[config.mk]
export PLATFORM = sky130hd
export DESIGN_NAME = ftw_ctrl
export DESIGN_NICKNAME = d
export VERILOG_FILES = /design/src/hdl/ftw_pkg.sv /design/src/hdl/ftw_ctrl.sv
export SDC_FILE = /design/constraint.sdc
export NUM_CORES = 1
export LEC_CHECK = 0
export ABC_AREA = 1
export ABC_CLOCK_PERIOD_IN_PS = 2400
export BUFFER_PORTS_ARGS = -buffer_cell sky130_fd_sc_hd__buf_2
export CORE_AREA = 2 2 39 41
export DETAILED_ROUTE_END_ITERATION = 10
export DIE_AREA = 0 0 41 43
export GPL_ROUTABILITY_DRIVEN = 0
export PLACE_DENSITY = 0.37
export SETUP_SLACK_MARGIN = 0.02
export SLEW_MARGIN = 10
export SYNTH_ARGS = -nofsm -noshare
export SYNTH_HDL_FRONTEND = slang
export SYNTH_SLANG_ARGS = --single-unit
[constraint.sdc]
create_clock -name clk_i -period 2.4 [get_ports clk_i]
set_clock_uncertainty 0.1 [all_clocks]
set_input_delay 0.72 -clock clk_i [delete_from_list [all_inputs] [get_ports clk_i]]
set_output_delay 0.72 -clock clk_i [all_outputs]
set_load 0.1 [all_outputs]
[src/hdl/ftw_pkg.sv]
// Shared types, constants and helpers for the four-level page table walker.
package ftw_pkg;

  localparam int unsigned VA_W     = 48;
  localparam int unsigned PA_W     = 64;
  localparam int unsigned IDX_W    = 9;
  localparam int unsigned PAGE_W   = 4;
  localparam int unsigned FRAME_W  = 40;
  localparam int unsigned LEVEL_W  = 2;
  localparam int unsigned PADDR_W  = 3;
  localparam int unsigned PDATA_W  = 32;

  localparam logic [0:0] OP_TRANSLATE = 1'b0;
  localparam logic [0:0] OP_WRITE     = 1'b1;

  // Register index taken from paddr[2]
  localparam logic [0:0] REG_ROOT_TABLE_PAGE = 1'b0;

  localparam int unsigned PTE_PRESENT_BIT = 0;
  localparam int unsigned PTE_PS_BIT      = 7;
  localparam int unsigned PTE_FRAME_LSB   = 12;

  localparam logic [LEVEL_W-1:0] LEVEL_TOP = 2'd3;
  localparam logic [LEVEL_W-1:0] LEVEL_4K  = 2'd0;
  localparam logic [PA_W-1:0]    ALL_ONES  = '1;

  typedef struct packed {
    logic [0:0]          opcode;
    logic [VA_W-1:0]     virtual_address;
    logic [PAGE_W-1:0]   write_page;
    logic [IDX_W-1:0]    write_index;
    logic [PA_W-1:0]     write_value;
  } ftw_req_t;

  typedef struct packed {
    logic [PA_W-1:0]     physical_address;
    logic                found;
    logic [LEVEL_W-1:0]  page_level;
  } ftw_rsp_t;

  // Controller to datapath
  typedef struct packed {
    logic clear;     // write one zero entry of the clearing pass
    logic accept;    // input word taken this cycle
    logic step;      // descend one level, issue the next table read
    logic out_load;  // load the result register
  } ftw_cmd_t;

  // Datapath to controller
  typedef struct packed {
    logic clear_last;
    logic is_translate;
    logic walk_done;
  } ftw_sts_t;

  // Offset mask for a page mapped at the given level: 2^(12+9*level)-1
  function automatic logic [PA_W-1:0] page_mask(input logic [LEVEL_W-1:0] level);
    logic [PA_W-1:0] m;
    unique case (level)
      2'd0:    m = 64'h0000_0000_0000_0fff;
      2'd1:    m = 64'h0000_0000_001f_ffff;
      2'd2:    m = 64'h0000_0000_3fff_ffff;
      default: m = 64'h0000_007f_ffff_ffff;
    endcase
    return m;
  endfunction

  // 9-bit table index of the virtual address for the given level
  function automatic logic [IDX_W-1:0] va_index(input logic [VA_W-1:0] va,
                                                 input logic [LEVEL_W-1:0] level);
    logic [IDX_W-1:0] idx;
    unique case (level)
      2'd0:    idx = va[20:12];
      2'd1:    idx = va[29:21];
      2'd2:    idx = va[38:30];
      default: idx = va[47:39];
    endcase
    return idx;
  endfunction

endpackage

[src/hdl/ftw_ctrl.sv]
// Walk controller: clearing pass, input acceptance, walk sequencing, result handshake.
module ftw_ctrl (
  input  logic              clk_i,
  input  logic              rst_ni,
  input  logic              in_valid_i,
  output logic              in_stall_o,
  output logic              out_valid_o,
  input  logic              out_stall_i,
  input  ftw_pkg::ftw_sts_t sts_i,
  output ftw_pkg::ftw_cmd_t cmd_o
);
  import ftw_pkg::*;

  localparam logic [1:0] ST_CLEAR = 2'd0;
  localparam logic [1:0] ST_IDLE  = 2'd1;
  localparam logic [1:0] ST_WALK  = 2'd2;

  logic [1:0] state_q, state_d;
  logic       out_valid_q, out_valid_d;
  logic       out_free;

  assign out_free = !out_valid_q || !out_stall_i;

  always_comb begin
    state_d    = state_q;
    cmd_o      = '0;
    in_stall_o = 1'b1;
    unique case (state_q)
      ST_CLEAR: begin
        cmd_o.clear = 1'b1;
        if (sts_i.clear_last) begin
          state_d = ST_IDLE;
        end
      end
      ST_IDLE: begin
        in_stall_o = 1'b0;
        if (in_valid_i) begin
          cmd_o.accept = 1'b1;
          if (sts_i.is_translate) begin
            state_d = ST_WALK;
          end
        end
      end
      ST_WALK: begin
        if (sts_i.walk_done) begin
          // hold the finished entry in the RAM read register until the result slot frees
          if (out_free) begin
            cmd_o.out_load = 1'b1;
            state_d        = ST_IDLE;
          end
        end else begin
          cmd_o.step = 1'b1;
        end
      end
      default: begin
        state_d = ST_CLEAR;
      end
    endcase
  end

  always_comb begin
    out_valid_d = out_valid_q;
    if (cmd_o.out_load) begin
      out_valid_d = 1'b1;
    end else if (!out_stall_i) begin
      out_valid_d = 1'b0;
    end
  end

  always_ff @(posedge clk_i or negedge rst_ni) begin
    if (!rst_ni) begin
      state_q     <= ST_CLEAR;
      out_valid_q <= 1'b0;
    end else begin
      state_q     <= state_d;
      out_valid_q <= out_valid_d;
    end
  end

  assign out_valid_o = out_valid_q;

endmodule

---- After elaboration in Yosys (flattened, before gate mapping) ----
Index checks and enable logic that the tools add are counted.
storage, ports and cells
  register bits ........................... 3
  bits in latches ......................... 0
  memory bits (writable) .................. 0
  bits in read-only memories .............. 0
  input bits .............................. 7
  output and inout bits ................... 6
  word-level logic and storage cells ...... 31
  memories kept ........................... 0
cells by class
  add/subtract/negate cells ............... 0
  $mul .................................... 0
  divide/modulo/power cells ............... 0
  magnitude comparators ................... 0
  equal/unequal tests ..................... 8
  shifts and indexed selects .............. 0
  muxes and demuxes ....................... 16
  bitwise logic cells ..................... 0
  reduce and logical (&&, ||, !) cells .... 5
operator list
  operator                                                          count
  2-bit 2-to-1 mux                                                  6
  2-bit != test (second input constant)                             5
  1-bit 2-to-1 mux                                                  9
  2-bit one-hot mux with 3 select lines                             1
  5-bit AND reduction                                               1
  2-bit by 1-bit == test with 1-bit output (second input constant)  1
  2-bit == test (second input constant)                             1
  1-bit zero test                                                   2
  2-bit zero test                                                   1
  2-bit by 1-bit != test with 1-bit output (second input constant)  1
  1-bit logical OR                                                  1

---- Logic depth before layout (Yosys ltp) ----
  word-level depth ........................ 6
  depth in mapped cells ................... 6
  depth with buffers taken out ............ 6

---- Worst setup path before layout ----
OpenSTA, ideal clock, no wires.
  kind .................................... flip-flop to output port
  start point ............................. register state_q[1]
  end point ............................... output port cmd_o[2] (netlist bit)
  data arrival time ....................... 2528 ps
  required time ........................... 1580 ps
  path slack .............................. -948 ps
  stages on the path, launching flop included .. 4
  buffers on the path ..................... 0
  cell sequence ........................... dfrtp_1 inv_1 nand2_1 nor2_1
RTL lines
  item                      line            text
  start: declaration        ftw_ctrl.sv:18  logic [1:0] state_q, state_d;
  start signal: assignment  ftw_ctrl.sv:75  state_q <= state_d;
  end: declaration          ftw_ctrl.sv:10  output ftw_pkg::ftw_cmd_t cmd_o

==> results.toml <==
[status]
status = "finished, final reports clean"

[final_layout]
area_delta_synth_final_pct = 84.2
antenna_cells = 0
final_nets = 51
fill_cells = 153
drive_above_1_share_pct = 41.9
stdcell_count = 59
final_cell_mix = "buf_2 (9), inv_1 (8), nand2_1 (6)"
final_common_cell = "buf_2"

[clock_tree]
post-cts-setup-buffers = 0
root_buffer = "clkbuf_4"
post_cts_resized = 0
cts_buffers = 3
path_clk_slew_ps = 40
cts_tree = "built"
htree_levels = 1
clock_sinks = 3
hold_buffers = 0
insertion_delay_ps = 230
cts_buffer_depth = 2

[sta]
finalCritPeriodShare_pct = 96.1
finalCriticalPeriod_ps = 2310
finalSetupTns_ps = 0
slew_viol_final = 0
max_freq_mhz = 434
relSlewSlack_pct = 67.9
grt_setup_unrepaired = "false"
max_slew.worst_pin.slew_ps = 484
finalHoldViolations = 0
setup_viol = 0

[global_routing]
grt_pass1_vias = 209
grt_use_total_pct = 6.43
antenna_found_initial = 0
grt_pass1_wl_um = 745
gr-total-overflow = 0
grt_max_degree = 6

[place]
io_buffer_count = 12
hpwlAfterDp_um = 382
post-place-cells = 55

[min_path]
hp-class = "input port to async pin"

[job]
cap_violations = 0

[worst_setup_path]
rr_endpoint = "state_q[0]$_DFFE_PN0P_"
critPathSlowestCell = "nor3_1"
crit_chain = "buf_2 > nand2_1 > inv_1 > nor3_1 > buf_12"
worstSetupEndpointType = "primary output"
r2r_start = "state_q[0]$_DFFE_PN0P_"
cpPeakStageDelay_ps = 320
critPathKind = "input port to primary output"
reg2regPathDepth = 4
cp.required_ps = 1580
critPathMaxFanout = 2
critical_path.startpoint_type = "input port"
r2r_slack_ps = 1340
cp.arrival_ps = 1490

[logic_synthesis]
synthDistinctLibCells = 9
synth_nets = 35
syn_inst = 28
syn_area_sq_um = 183
synth-seq-cells = 3
avgSynthCellArea_sq_um = 6.52
ys_seq_area_share_pct = 41.1
yosys_warnings = 0

[routing]
drt_iter0_markers = 4
via_per_inst = 3.39
routed_wl_um = 452
ant_nets = 0
wl_per_cell_um = 7.66
drc = 0
firstDrtPassIters = 3
vias = 200

[floorplan]
io_pins = 13
die_w_um = 41
start_util_pct = 13.2
rows = 14
coreArea_sq_mm = 0.00138
die_y_um = 43
dieArea_sq_mm = 0.00176
-- cells by family (layout without fill, tap and decap cells) --
group	count (synthesis)	after routing	share of synthesized area, %
compound gates	3	3	8.22
buf+inv	9	24	20.6
flops	3	3	41.1
simple gates	13	13	30.1
-- worst max-delay path, delay by kind of cell --
family | cells | cell delay, ps
buffers and inverters | 3 | 370
AND/OR/NAND/NOR | 2 | 390
-- layer usage --
metal	GRT usage, %	part of all wire (%)	routed length [um]
met5	0	0	0
met4	8.00	0	0
met3	0	4.2	19
met2	8.13	53	239
met1	8.36	43	193
-- synth_stat cells --
cell type	count	area, sq um
o21ai_0	3	15.0
nor2_2	1	6.26
nand3_1	2	10.0
nor3_1	1	5.00
nor2_1	3	11.3
nand2_1	6	22.5
dfrtp_1	3	75.1
inv_1	8	30.0
buf_4	1	7.51
-- state kept, by name, summed over array words and instances, names as in the netlist --
register	flops
state_q	2
out_valid_o	1
-- cell type report --
cell class	instances	area (sq um)	area share (%)
timing repair buffer	12	105	31.2
multi-input combinational	16	80.1	23.8
sequential	3	75.1	22.3
inverter	8	30.0	8.92
clock buffer	4	26.3	7.81
tap	16	20.0	5.95
-- worst max path at each step --
stage / start / endpoint / slack, ps
global placement: out_stall_i / cmd_o[0] / 110
detailed placement: out_stall_i / cmd_o[0] / 90
finish: out_stall_i / cmd_o[0] / 90
CTS: out_stall_i / cmd_o[0] / 80
floorplan: state_q[1]$_DFFE_PN0P_ / cmd_o[2] / -220
global route: out_stall_i / cmd_o[0] / 20
-- metrics by stage --
| stage | util (%) | setup slack (ps) | hold WS, ps | instance area, sq um |
|---|---|---|---|---|
| after floorplan | - | -216 | 324 | 193 |
| after global placement | 22.4 | 115 | 397 | 310 |
| after detailed placement | 22.4 | 92.1 | 403 | 310 |
| after CTS | 24.3 | 76.5 | 166 | 337 |
| after global routing | 24.3 | 21.4 | 171 | 337 |
| final | 24.3 | 94.4 | 176 | 337 |
Power is not shown: default switching activity piles up to over one toggle a cycle in this logic, so the estimate is an artifact.
